### config.mk
export PLATFORM = sky130hd
export DESIGN_NAME = bb3_back
export DESIGN_NICKNAME = d
export VERILOG_FILES = /design/src/design/bb3_pkg.sv /design/src/design/bb3_back.sv
export SDC_FILE = /design/constraint.sdc
export NUM_CORES = 1
export LEC_CHECK = 0
export ABC_CLOCK_PERIOD_IN_PS = 9000
export BUFFER_PORTS_ARGS = -buffer_cell sky130_fd_sc_hd__buf_2
export CAP_MARGIN = 20
export CORE_MARGIN = 5
export CORE_UTILIZATION = 48
export CTS_BUF_LIST = sky130_fd_sc_hd__clkbuf_8 sky130_fd_sc_hd__clkbuf_16
export DETAILED_ROUTE_END_ITERATION = 10
export PLACE_DENSITY = 0.83
export SLEW_MARGIN = 30
export SYNTH_ARGS = -nofsm -noshare
export SYNTH_HDL_FRONTEND = slang
export SYNTH_SLANG_ARGS = --single-unit
### constraint.sdc
create_clock -name clk -period 9 [get_ports clk]
set_clock_uncertainty 0.1 [all_clocks]
set_input_delay 0.45 -clock clk [delete_from_list [all_inputs] [get_ports clk]]
set_output_delay 0.45 -clock clk [all_outputs]
set_load 0.1 [all_outputs]
### src/design/bb3_pkg.sv
package bb3_pkg;

  localparam int DEF_MAX_WIDTH  = 2048;
  localparam int DEF_MAX_HEIGHT = 4096;

  localparam int CH_W   = 8;
  localparam int PIX_W  = 3 * CH_W;
  localparam int SUM_W  = 12;
  localparam int ROW_W  = 12;
  localparam int COL_W  = 11;
  localparam int FW_W   = 12;
  localparam int FH_W   = 13;

  localparam logic [FW_W-1:0] FRAME_WIDTH_RST  = 12'd640;
  localparam logic [FH_W-1:0] FRAME_HEIGHT_RST = 13'd480;

  // register indexes, taken from paddr[2]
  localparam logic REG_FRAME_WIDTH  = 1'b0;
  localparam logic REG_FRAME_HEIGHT = 1'b1;

  localparam int QDEPTH = 4;
  localparam int QPTR_W = 2;
  localparam int QCNT_W = 3;

  // s/9 == (s * 3641) >> 15 for every s below 32768
  localparam int DIV9_MUL   = 3641;
  localparam int DIV9_SHIFT = 15;
  localparam int PROD_W     = 24;

  // results one pixel may cause, in the order they leave
  typedef enum logic [1:0] {
    RES_INNER  = 2'd0,  // (y-1, x-1)
    RES_RIGHT  = 2'd1,  // (y-1, x) at a row end
    RES_BOTTOM = 2'd2,  // (y, x-1) on the last row
    RES_CORNER = 2'd3   // (y, x), bottom-right of the frame
  } res_kind_t;

  typedef struct packed {
    logic [SUM_W-1:0] sum_red;
    logic [SUM_W-1:0] sum_green;
    logic [SUM_W-1:0] sum_blue;
    logic             interior;
    logic [PIX_W-1:0] border;
    logic [PIX_W-1:0] mid;
    logic [PIX_W-1:0] right;
    logic [PIX_W-1:0] cur;
    logic [ROW_W-1:0] row;
    logic [COL_W-1:0] col;
    logic [3:0]       emit;
  } job_t;

  function automatic logic [CH_W-1:0] div9(input logic [SUM_W-1:0] s);
    logic [PROD_W-1:0] p;
    p = PROD_W'(s) * PROD_W'(DIV9_MUL);
    return p[DIV9_SHIFT +: CH_W];
  endfunction

endpackage

### src/design/bb3_back.sv
module bb3_back (
  input  logic                       clk,
  input  logic                       rst,
  input  bb3_pkg::job_t              head,
  input  logic                       empty,
  output logic                       pop,
  output logic                       out_valid,
  input  logic                       out_ready,
  output logic [bb3_pkg::PIX_W-1:0]  out_pixel,
  output logic [bb3_pkg::ROW_W-1:0]  out_row,
  output logic [bb3_pkg::COL_W-1:0]  out_col,
  output logic                       out_last_run,
  output logic                       out_last_frame
);
  import bb3_pkg::*;

  logic [3:0]       done;
  logic [3:0]       remaining;
  logic [3:0]       rest;
  res_kind_t        sel;
  logic             is_last;
  logic             load;
  logic [PIX_W-1:0] mean;
  logic [PIX_W-1:0] res_pixel;
  logic [ROW_W-1:0] res_row;
  logic [COL_W-1:0] res_col;
  logic [ROW_W-1:0] row_up;
  logic [COL_W-1:0] col_left;

  assign remaining = head.emit & ~done;

  always_comb begin
    priority if (remaining[RES_INNER]) begin
      sel = RES_INNER;
    end else if (remaining[RES_RIGHT]) begin
      sel = RES_RIGHT;
    end else if (remaining[RES_BOTTOM]) begin
      sel = RES_BOTTOM;
    end else begin
      sel = RES_CORNER;
    end
    rest    = remaining & ~(4'b0001 << sel);
    is_last = (rest == '0);
  end

  assign load = !empty && (!out_valid || out_ready);
  assign pop  = load && is_last;

  assign mean     = {div9(head.sum_red), div9(head.sum_green), div9(head.sum_blue)};
  assign row_up   = head.row - ROW_W'(1);
  assign col_left = head.col - COL_W'(1);

  always_comb begin
    unique case (sel)
      RES_INNER: begin
        res_pixel = head.interior ? mean : head.border;
        res_row   = row_up;
        res_col   = col_left;
      end
      RES_RIGHT: begin
        res_pixel = head.mid;
        res_row   = row_up;
        res_col   = head.col;
      end
      RES_BOTTOM: begin
        res_pixel = head.right;
        res_row   = head.row;
        res_col   = col_left;
      end
      RES_CORNER: begin
        res_pixel = head.cur;
        res_row   = head.row;
        res_col   = head.col;
      end
      default: begin
        res_pixel = head.cur;
        res_row   = head.row;
        res_col   = head.col;
      end
    endcase
  end

  always_ff @(posedge clk) begin
    if (rst) begin
      done      <= '0;
      out_valid <= 1'b0;
    end else begin
      if (load) begin
        out_valid <= 1'b1;
        done      <= is_last ? '0 : (done | (4'b0001 << sel));
      end else if (out_ready) begin
        out_valid <= 1'b0;
      end
    end
  end

  always_ff @(posedge clk) begin
    if (load) begin
      out_pixel      <= res_pixel;
      out_row        <= res_row;
      out_col        <= res_col;
      out_last_run   <= is_last;
      out_last_frame <= (sel == RES_CORNER);
    end
  end

`ifndef NO_ASSERTIONS
  a_frame_end_closes_run: assert property (@(posedge clk) disable iff (rst)
    out_valid && out_last_frame |-> out_last_run)
    else $error("frame end word not last of its run");

  a_done_within_job: assert property (@(posedge clk) disable iff (rst)
    !empty |-> ((done & ~head.emit) == '0))
    else $error("sent-result mask outside the job's results");
`endif

endmodule
==> reports/qor.csv <==
metric,value,unit
status,finished clean,
synth_area,9331,um2
chipHeight,149.4,um
synth_edf_count,49,
cts_resized,0,
worstHoldStart,rst,
synthCells,957,
start_util,0.4842,
die_w,149.4,um
drc,0,
r2r-start,done[1]$_SDFFE_PP0P_,
clockRootBuffer,clkbuf_16,
yosysWarnings,0,
viasPerCell,5.372,
crit_buf_inv,7,
cp_data_required_time,8.95,ns
hold_buffers,0,
r2r_slack,6.33,ns
cap_violations,0,
totalWireLength,25760,um
numCtsBuffers,5,
slowest_delay,0.54,ns
worst_pin_slew,0.9061,ns
cp.arrival,5.10,ns
finalPower,0.002833,W
hold_depth,2,
clock.fmax,194.2,MHz
nFillCells,1686,
syn_nets,1411,
fin_crit,5.150,ns
cp_slowest_cell,fa_1,
synth_ff_type,edfxtp_1,
final-setup-viol-count,0,
grt_pass1_wl,40900,um
postSynthAreaPerCell,9.751,um2
critPathTopFamily,adder cells,
routedWlPerCell,18.07,um
design.die.area,22330,um2
overflow,0,
grt_use_total,0.2345,
syn_to_final_growth,16.24,%
vdd_drop_max,0.1973,mV
clkTransAtPathRegs,0.08,ns
synth_seq_cells,54,
clock_latency,0.30,ns
cts_setup_buffers,0,
pre_cts_slack,3.596,ns
cp-start-kind,input pin,
vias,7660,
cts_tree,built,
max-clock-path-buffers,2,
grt_pass1_vias,8081,
finalHoldViolations,0,
maxSlewViolCount,0,
drtIter0Drc,339,
reg2reg_depth,7,
ys_seq_area_frac,0.1684,
layout.nets,1612,
pin_count,215,
yosysTopAreaCell,ha_1,
grt_max_degree,55,
tns,0,ns
cp-end-kind,flop,
h-tree-depth,2,
ys_async_sr_fraction,0,
holdPathEnd,out_valid$_SDFFE_PP0P_,
netlist_top_cells_area,"ha_1 (27%), fa_1 (19%), edfxtp_1 (16%)",
synth_cell_types,63,
hpwl,22210,um
drtPass1Iterations,5,
p_leak,5.724,nW
critPathMaxFanout,4,
coreArea,19270,um2
finalWeightedCongestion,0.9212,
drive_above_1_share,0.2097,
io_buffers,214,
ant_nets,0,
powerDensity,261.2,nW/um2
hp-class,in2reg,
cts_sinks,54,
rows,51,
layout_worst_path_cycle_share,0.5722,
grt_setup_unrepaired,no,
startpoint,head[143],
cp_common_cell,inv_1,
worstSetupPathType,in2reg,
synth_top_cell_area_share,0.2722,
antenna_found_initial,2,
slew_headroom,0.3947,
path_cells,buf_2 -> inv_1 -> fa_1 -> inv_1 -> ha_1 -> inv_1 -> fa_1 -> inv_1 -> fa_1 -> inv_1 -> fa_1 -> inv_1 -> ha_1 -> and2_1 -> a221oi_1 -> o21ai_0 -> o21ai_0 -> a21oi_1 -> nor4b_1 -> nor3b_1,
layout_setup_ws,3.850,ns
worstReg2RegEnd,out_row[10]$_DFFE_PP_,
## layout by cell type (no fill, tap or decap), drive strengths merged, types with 30 or more instances in the layout
cell type  Yosys  final
buf            8    218
ha           203    203
inv          172    173
fa            87     87
a21oi         51     51
edfxtp        49     49
nor2          43     43
nand2         35     35
o21ai         32     32
mux2i         30     30
## routing by layer
metal | up-vias | track usage | share of wire
li1 | 3718 | - | -
met4 | 0 | 0.1007 | 0.037
met1 | 3581 | 0.2860 | 0.41
met3 | 53 | 0.05088 | 0.082
met2 | 308 | 0.4007 | 0.47
met5 | - | 0 | 0
## cell usage after synthesis, types with 15 or more instances
library cell / count
nor3_1: 21
clkbuf_1: 15
nor2_1: 43
inv_1: 172
nand2_1: 35
ha_1: 203
mux2i_1: 30
xor2_1: 27
a21oi_1: 49
a21o_1: 19
edfxtp_1: 49
xnor2_1: 27
fa_1: 87
o21ai_0: 25
## report_power, final
| group | switching, W | internal, W |
|---|---|---|
| clock network | 0.000100 | 0.000105 |
| registers | 0.0000130 | 0.000321 |
| logic | 0.00142 | 0.000872 |
| total | 0.00154 | 0.00130 |
## worst max-delay path by stage
stage / end / slack, ns / cells past startpoint
4_1_cts: out_pixel[13]$_DFFE_PP_ / 3.90 / 20
3_3_place_gp: out_pixel[7]$_DFFE_PP_ / 3.68 / 20
6_report: out_pixel[13]$_DFFE_PP_ / 3.85 / 20
2_1_floorplan: out_pixel[7]$_DFFE_PP_ / 4.01 / 19
5_1_grt: out_pixel[7]$_DFFE_PP_ / 3.65 / 20
3_5_place_dp: out_pixel[7]$_DFFE_PP_ / 3.60 / 20
## per-stage QoR
stage	cell area [um2]	util	std cells	hold slack, ns
final	10850	0.5628	1426	0.2252
after global routing	10850	0.5628	1426	0.2163
after CTS	10840	0.5623	1424	0.2165
after detailed placement	10690	0.5546	1416	0.3790
after global placement	10690	0.5546	1416	0.3538
after floorplan	9331	-	957	0.3374
## worst register-to-register path, cell delays in order (launching register included)
cell	delay, ns
dfxtp_1	0.34
nor2b_4	0.72
nor2_1	0.27
nor4_1	0.29
and2b_1	0.22
nand3b_1	0.15
nor4_2	0.21
xor2_1	0.12
## cells by family after synthesis
group                      share of synthesized area
adders and majority gates                     0.4599
buffers and inverters                        0.08032
AOI/OAI and AO/OA                             0.1197
and+or+nand+nor                              0.08876
xor gates and xnor gates                     0.05068
DFF                                           0.1684
muxes                                        0.03218
## flip-flops by register name, summed over array words and instances (netlist names)
| name | cells |
|---|---|
| out_last_run | 1 |
| out_pixel | 24 |
| out_valid | 1 |
| out_last_frame | 1 |
| done | 4 |
| out_row | 12 |
| out_col | 11 |
## layout make-up
type | count | area [um2] | share of cell area
Multi-Input combinational cell | 707 | 7043 | 0.6493
Sequential cell | 54 | 1572 | 0.1449
Timing Repair Buffer | 218 | 1101 | 0.1015
Inverter | 172 | 645.6 | 0.05952
Tap cell | 265 | 331.6 | 0.03057
Clock buffer | 5 | 125.1 | 0.01154
Clock inverter | 3 | 23.77 | 0.002192
Antenna cell | 2 | 5.005 | 0.0004614
Note: power is estimated with default switching activity, not from simulation.
