<file path="src/design/bb3_pkg.sv">
package bb3_pkg;

  localparam int DEF_MAX_WIDTH  = 2048;
  localparam int DEF_MAX_HEIGHT = 4096;

  localparam int CH_W   = 8;
  localparam int PIX_W  = 3 * CH_W;
  localparam int SUM_W  = 12;
  localparam int ROW_W  = 12;
  localparam int COL_W  = 11;
  localparam int FW_W   = 12;
  localparam int FH_W   = 13;

  localparam logic [FW_W-1:0] FRAME_WIDTH_RST  = 12'd640;
  localparam logic [FH_W-1:0] FRAME_HEIGHT_RST = 13'd480;

  // register indexes, taken from paddr[2]
  localparam logic REG_FRAME_WIDTH  = 1'b0;
  localparam logic REG_FRAME_HEIGHT = 1'b1;

  localparam int QDEPTH = 4;
  localparam int QPTR_W = 2;
  localparam int QCNT_W = 3;

  // s/9 == (s * 3641) >> 15 for every s below 32768
  localparam int DIV9_MUL   = 3641;
  localparam int DIV9_SHIFT = 15;
  localparam int PROD_W     = 24;

  // results one pixel may cause, in the order they leave
  typedef enum logic [1:0] {
    RES_INNER  = 2'd0,  // (y-1, x-1)
    RES_RIGHT  = 2'd1,  // (y-1, x) at a row end
    RES_BOTTOM = 2'd2,  // (y, x-1) on the last row
    RES_CORNER = 2'd3   // (y, x), bottom-right of the frame
  } res_kind_t;

  typedef struct packed {
    logic [SUM_W-1:0] sum_red;
    logic [SUM_W-1:0] sum_green;
    logic [SUM_W-1:0] sum_blue;
    logic             interior;
    logic [PIX_W-1:0] border;
    logic [PIX_W-1:0] mid;
    logic [PIX_W-1:0] right;
    logic [PIX_W-1:0] cur;
    logic [ROW_W-1:0] row;
    logic [COL_W-1:0] col;
    logic [3:0]       emit;
  } job_t;

  function automatic logic [CH_W-1:0] div9(input logic [SUM_W-1:0] s);
    logic [PROD_W-1:0] p;
    p = PROD_W'(s) * PROD_W'(DIV9_MUL);
    return p[DIV9_SHIFT +: CH_W];
  endfunction

endpackage

</file>
<file path="src/design/bb3_queue.sv">
module bb3_queue (
  input  logic                        clk,
  input  logic                        rst,
  input  logic                        push,
  input  bb3_pkg::job_t               push_job,
  input  logic                        pop,
  output bb3_pkg::job_t               head,
  output logic                        empty,
  output logic [bb3_pkg::QCNT_W-1:0]  count
);
  import bb3_pkg::*;

  job_t              entries [QDEPTH];
  logic [QPTR_W-1:0] wr_ptr;
  logic [QPTR_W-1:0] rd_ptr;

  assign empty = (count == '0);
  assign head  = entries[rd_ptr];

  always_ff @(posedge clk) begin
    if (push) begin
      entries[wr_ptr] <= push_job;
    end
  end

  always_ff @(posedge clk) begin
    if (rst) begin
      wr_ptr <= '0;
      rd_ptr <= '0;
      count  <= '0;
    end else begin
      if (push) begin
        wr_ptr <= wr_ptr + QPTR_W'(1);
      end
      if (pop) begin
        rd_ptr <= rd_ptr + QPTR_W'(1);
      end
      count <= count + QCNT_W'(push) - QCNT_W'(pop);
    end
  end

`ifndef NO_ASSERTIONS
  a_no_underflow: assert property (@(posedge clk) disable iff (rst)
    pop |-> !empty)
    else $error("pop from empty job queue");
`endif

endmodule

</file>
<file path="config.mk">
export PLATFORM = sky130hd
export DESIGN_NAME = bb3_queue
export DESIGN_NICKNAME = d
export VERILOG_FILES = /design/src/design/bb3_pkg.sv /design/src/design/bb3_queue.sv
export SDC_FILE = /design/constraint.sdc
export NUM_CORES = 1
export LEC_CHECK = 0
export BUFFER_PORTS_ARGS = -buffer_cell sky130_fd_sc_hd__buf_2
export CAP_MARGIN = 20
export CORE_MARGIN = 2
export CORE_UTILIZATION = 35
export CTS_BUF_LIST = sky130_fd_sc_hd__clkbuf_4
export DETAILED_ROUTE_END_ITERATION = 7
export PLACE_DENSITY_LB_ADDON = 0.12
export RECOVER_POWER = 100
export SETUP_SLACK_MARGIN = 0.1
export SLEW_MARGIN = 20
export SYNTH_ARGS = -nofsm -noshare
export SYNTH_HDL_FRONTEND = slang
export SYNTH_SLANG_ARGS = --single-unit
</file>
<file path="constraint.sdc">
create_clock -name clk -period 8.6 [get_ports clk]
set_input_delay 0.43 -clock clk [delete_from_list [all_inputs] [get_ports clk]]
set_output_delay 0.43 -clock clk [all_outputs]
set_load 0.01 [all_outputs]
</file>
==> impl_metrics.json, run 1 <==
{
  "status": "finished with violations",
  "violations": "capacitance limit, slew limit",
  "global_route.usage.met3": 0.0605,
  "holdWs_ps": 276,
  "period_minus_slack_ps": 5830,
  "drt_iter0_markers": 467,
  "area_growth_pct": 25.7,
  "worstPathRequired_ps": 9020,
  "gr-usage-met2": 0.243,
  "met1_usage": 0.175,
  "dp_cells": 2047,
  "cts.clk_slew.worst_paths_ps": 60,
  "routed_wl_um": 50500,
  "final_cells": 2514,
  "vias": 11700,
  "clk_latency_ps": 920,
  "synth_warnings": 0,
  "rsz0062_at_grt": "false",
  "startpoint_type": "register",
  "slew_headroom": -2.27,
  "grt_overflow": 0,
  "drt_first_pass_iters": 7,
  "finalSetupTns_ps": 0,
  "fmax_mhz": 172,
  "antenna_found_initial": 6,
  "final.period_utilization": 0.678,
  "coreArea_um2": 66100,
  "drv_cap": 10,
  "synth_nets": 1048,
  "fp-row-count": 94,
  "finalMaxSlewViolations": 498,
  "grt_pass1_vias": 13200,
  "critical_path_peak_fanout": 56,
  "grt-busiest-layer": "met2",
  "vias_per_cell": 4.66,
  "cts_sinks": 649,
  "ys_types": 19,
  "drc": 0,
  "path_class": "register to register",
  "ios": 328,
  "ctsResizeCount": 0,
  "postRouteAntennaNets": 0,
  "fin_skew_ps": 62.9,
  "syn-instance-count": 877,
  "io_buffers": 327,
  "power.static_leakage_nw": 9.40,
  "p_per_area_nw_per_um2": 237,
  "grt_use_total": 0.148,
  "die_x_um": 263,
  "hold_viol": 0,
  "tritoncts": "done",
  "crit_arrival_ps": 6250,
  "start_util": 0.355,
  "routabilityCongestion": 0.720,
  "endpoint_kind": "register",
  "cts_inserted_buffers": 172,
  "avgSynthCellArea_um2": 26.8,
  "final_nets": 1692,
  "synth-seq-cells": 649,
  "yosysSeqAreaShare": 0.826,
  "grt_start_max_net_pins": 136,
  "peakVddDrop_mv": 0.123,
  "fin_area_um2": 29500,
  "clockRootBuffer": "clkbuf_4",
  "netlist_area_um2": 23500,
  "wl_per_cell_um": 20.1,
  "clockBufferDepth": 3,
  "hp-class": "input port to register",
  "dp_hpwl_um": 29100,
  "tightestPinTransition_ps": 4900,
  "drive_gt1_frac": 0.270,
  "die_area_um2": 69200,
  "grt_pass1_wl_um": 77500,
  "finalSetupViolCount": 0,
  "die_h_um": 263,
  "place_area_um2": 26100,
  "fin_util": 0.447,
  "cts_max_level": 4
}
worst paths after layout:
check,end,slack (ps),start,cells after the start
max,entries[2][60],2770,wr_ptr[0],4
min,entries[0][26],280,push_job[26],2
max reg2reg,entries[2][60],2770,wr_ptr[0],4
min reg2reg,register,530,rd_ptr[1],2
synth_stat cells (all sizes together):
library cell  count  area [µm²]
xor3              1        23.8
nor3              1        5.00
inv               6        22.5
xnor2             2        17.5
nand3b            1        7.51
fa                1        20.0
nor2b             2        12.5
a21oi             1        5.00
clkbuf            6        22.5
a21bo             1        10.0
edfxtp          640       19200
nor2              5        18.8
mux2i             1        10.0
mux4            160        3600
dfxtp             9         180
buf              30         219
and2              4        25.0
ha                6        75.1
placed cells by master, fill, tap and decap left out, types with 2 or more instances in the layout:
cell / n
edfxtp_1: 640
clkbuf_1: 324
clkbuf_4: 247
dlygate4sd3_1: 164
mux4_2: 160
clkinv_1: 35
buf_4: 9
dfxtp_1: 8
buf_2: 7
inv_1: 6
ha_1: 6
nor2_1: 5
and2_0: 4
bufinv_16: 4
clkinvlp_4: 4
inv_6: 4
clkinv_2: 4
diode_2: 3
xnor2_1: 2
nor2b_1: 2
inv_2: 2
critical path: stages, from the launching register on:
cell and delay, ps:
dfxtp_1 350, inv_1 100, ha_1 150, and2_0 1930, clkbuf_1 2730
sequential cells by signal, indices dropped and copies added, names as in the netlist, named ones only:
| name | cells |
|---|---|
| count | 3 |
| entries | 640 |
| wr_ptr | 2 |
| rd_ptr | 2 |
power by group:
part | internal (W) | leakage [nW] | switching, W
clock network | 0.00144 | 1.29 | 0.00121
registers | 0.00365 | 5.95 | 0.0000469
logic | 0.000295 | 2.15 | 0.000370
total | 0.00538 | 9.40 | 0.00163
what timing repair did:
action	4_1_cts	5_1_grt
hold buffers	164	0
buffers inserted	0	0
hold endpoints to repair	663	0
stage by stage:
stage / total power, W / worst slack (ps)
2_1_floorplan: 0.00414 / 3870
3_3_place_gp: 0.00441 / 5460
3_5_place_dp: 0.00442 / 5420
4_1_cts: 0.00719 / 4290
5_1_grt: 0.00737 / 2150
6_report: 0.00701 / 2770
final cells by class:
| type | count | area [µm²] |
|---|---|---|
| Tap cell | 864 | 1080 |
| Inverter | 6 | 22.5 |
| Clock buffer | 247 | 1850 |
| Antenna cell | 3 | 7.51 |
| Sequential cell | 649 | 19400 |
| Fill cell | 5968 | 36600 |
| Multi-Input combinational cell | 186 | 3830 |
| Timing Repair Buffer | 506 | 2990 |
| Clock inverter | 53 | 344 |
cells by family after synthesis:
logic type | synth area share
AOI/OAI and AO/OA | 0.000639
xor gates and xnor gates | 0.00176
adders and majority gates | 0.00405
buffers and inverters | 0.0112
DFF | 0.826
muxes | 0.154
and+or+nand+nor | 0.00293
metal layers:
metal	up-vias	part of all wire
li1	5214	-
met1	6038	0.41
met2	360	0.50
met3	88	0.075
met4	6	0.019
met5	-	0.00075
Note: power is estimated with default switching activity, not from simulation.
==> inputs of run 2 (changes only) <==
==> constraint.sdc (replaced) <==
create_clock -name clk -period 5.2 [get_ports clk]
set_input_delay 0.26 -clock clk [delete_from_list [all_inputs] [get_ports clk]]
set_output_delay 0.26 -clock clk [all_outputs]
set_load 0.01 [all_outputs]
==> run 2 against run 1 <==
Compared with the run above:
- the flow still finishes with violations (capacitance limit, slew limit)
- sequential cell count stayed put
- maximum frequency is 47% higher
- clock power is 62% higher
- combinational power is 82% higher
- highest routed layer unchanged
- non-clock buffer count is 156 higher
- critical path type unchanged
- design area is 6.0% higher
- count of clock-buffer cells in the layout is 5 higher
- global-route usage is 0.11 points higher
==> impl_metrics.json, run 2 (same netlist as run 1, synthesis figures left out) <==
{
  "seq_power_share": 0.527,
  "die_area_um2": 69200,
  "holdWs_ps": 174,
  "r2r-start": "wr_ptr[0]",
  "endpoint_kind": "register",
  "routabilityCongestion": 0.694,
  "final.period_utilization": 0.762,
  "cts_max_level": 4,
  "drv_cap": 5,
  "slew_headroom": -1.21,
  "drc": 0,
  "fp-row-count": 94,
  "grt_pass1_vias": 13900,
  "cts.clk_slew.worst_paths_ps": 60,
  "finalSetupTns_ps": 0,
  "slowest_delay_ps": 2370,
  "period_minus_slack_ps": 3960,
  "rr_worst_depth": 4,
  "final_cell_mix": "edfxtp_1 (640), dlygate4sd3_1 (319), clkbuf_4 (252), clkbuf_1 (183), mux4_2 (160)",
  "largest_reg_flops": 640,
  "die_h_um": 263,
  "top_register": "entries",
  "critical-path-top-delay-family": "simple AND/OR/NAND/NOR gates",
  "critical_path_buf_inv_count": 2,
  "switching_share": 0.234,
  "drive_gt1_frac": 0.330,
  "startpoint_type": "register",
  "dp_cells": 2048,
  "clockRootBuffer": "clkbuf_4",
  "r2r-end": "entries[0][127]",
  "r2r_slack_ps": 1240,
  "peakVddDrop_mv": 0.219,
  "hp-class": "input port to register",
  "vias_per_cell": 4.62,
  "antenna_found_initial": 6,
  "cts_sinks": 649,
  "setup.worst_path.end": "entries[0][127]",
  "power.static_leakage_nw": 10.5,
  "vias": 12300,
  "cp.depth": 4,
  "wl_per_cell_um": 19.3,
  "finalMaxSlewViolations": 167,
  "tritoncts": "done",
  "final_common_cell": "edfxtp_1",
  "tightestPinTransition_ps": 3320,
  "fin_skew_ps": 62.6,
  "reg_top3": "entries (640), count (3)",
  "die_x_um": 263,
  "fmax_mhz": 252,
  "worstPathRequired_ps": 5780,
  "routed_wl_um": 51500,
  "drt_iter0_markers": 582,
  "path_class": "register to register",
  "critical_path_peak_fanout": 39,
  "grt_start_max_net_pins": 134,
  "clk_latency_ps": 940,
  "dp_slack_ps": 2610,
  "dp_hpwl_um": 28500,
  "ios": 328,
  "area_growth_pct": 33.2,
  "violations": "capacitance limit, slew limit",
  "path_cells": "inv_1, ha_1, and2_0, buf_4",
  "hold_viol": 0,
  "crit_arrival_ps": 4540,
  "grt_use_total": 0.150,
  "p_switching_w": 0.00272,
  "status": "finished with violations",
  "postRouteAntennaNets": 0,
  "crit_slowest_cell": "and2_0",
  "p_per_area_nw_per_um2": 370,
  "drt_first_pass_iters": 5,
  "clockBufferDepth": 3,
  "setup.worst_path.start": "wr_ptr[0]",
  "rsz0062_at_grt": "false",
  "cts_inserted_buffers": 171,
  "combPwrFrac": 0.104,
  "internal_power_w": 0.00888,
  "grt_overflow": 0,
  "final_cells": 2670,
  "io_buffers": 327,
  "grt_pass1_wl_um": 78600,
  "final_nets": 1847,
  "start_util": 0.355,
  "finalSetupViolCount": 0,
  "coreArea_um2": 66100,
  "worst_slack_ps": 1240,
  "pwr-share-clk": 0.369
}
run 2: cell count changes in the layout (fill, tap and decap cells not counted), moves of 2 or more:
cell / before / now
inv_2: 2 / 4
clkinv_1: 35 / 26
buf_12: 1 / 7
clkinv_2: 4 / 7
dlygate4sd3_1: 164 / 319
clkbuf_1: 324 / 183
buf_2: 7 / 144
clkbuf_4: 247 / 252
diode_2: 3 / 5
bufinv_16: 4 / 1
run 2: area by class of cell:
class	instances	area (µm²)
Fill cell	5770	34800
Sequential cell	649	19400
Timing Repair Buffer	662	4810
Multi-Input combinational cell	186	3830
Clock buffer	252	1890
Tap cell	864	1080
Clock inverter	46	243
Inverter	6	22.5
Antenna cell	5	12.5
run 2: power groups by stage:
stage	sequential [W]	combinational, W	clock (W)
after floorplan	0.00620	0.000638	0
after global placement	0.00621	0.00109	0
after detailed placement	0.00622	0.00109	0
after CTS	0.00611	0.00129	0.00447
after global routing	0.00613	0.00131	0.00475
final	0.00611	0.00121	0.00428
run 2: repair_timing:
item	4_1_cts	5_1_grt
buffers inserted	0	0
gates resized for setup	0	0
endpoints found under the hold margin	752	0
hold buffers	319	0
run 2: per-stage QoR:
step,area [µm²],total power (W),util
final,31300,0.0116,0.473
after global routing,31300,0.0122,0.473
after detailed placement,26200,0.00731,0.396
after global placement,26200,0.00730,0.396
after floorplan,23500,0.00684,-
after CTS,31500,0.0119,0.477
run 2: how the worst min path moves through the flow:
stage	from	to	slack (ps)	cells past startpoint
after detailed placement	push_job[0]	entries[0][0]	480	1
after global placement	push_job[28]	entries[1][28]	470	1
after global routing	push_job[135]	entries[2][135]	80	2
after CTS	push_job[135]	entries[1][135]	5	2
after floorplan	rst	count[0]	330	1
final	push_job[135]	entries[1][135]	170	2
run 2: routing by layer:
layer,routed length [µm],global-route usage,up-vias
met5,46,0,-
met1,21100,0.175,6336
met4,1060,0.0635,8
met2,25700,0.247,347
met3,3630,0.0575,115
li1,-,-,5531
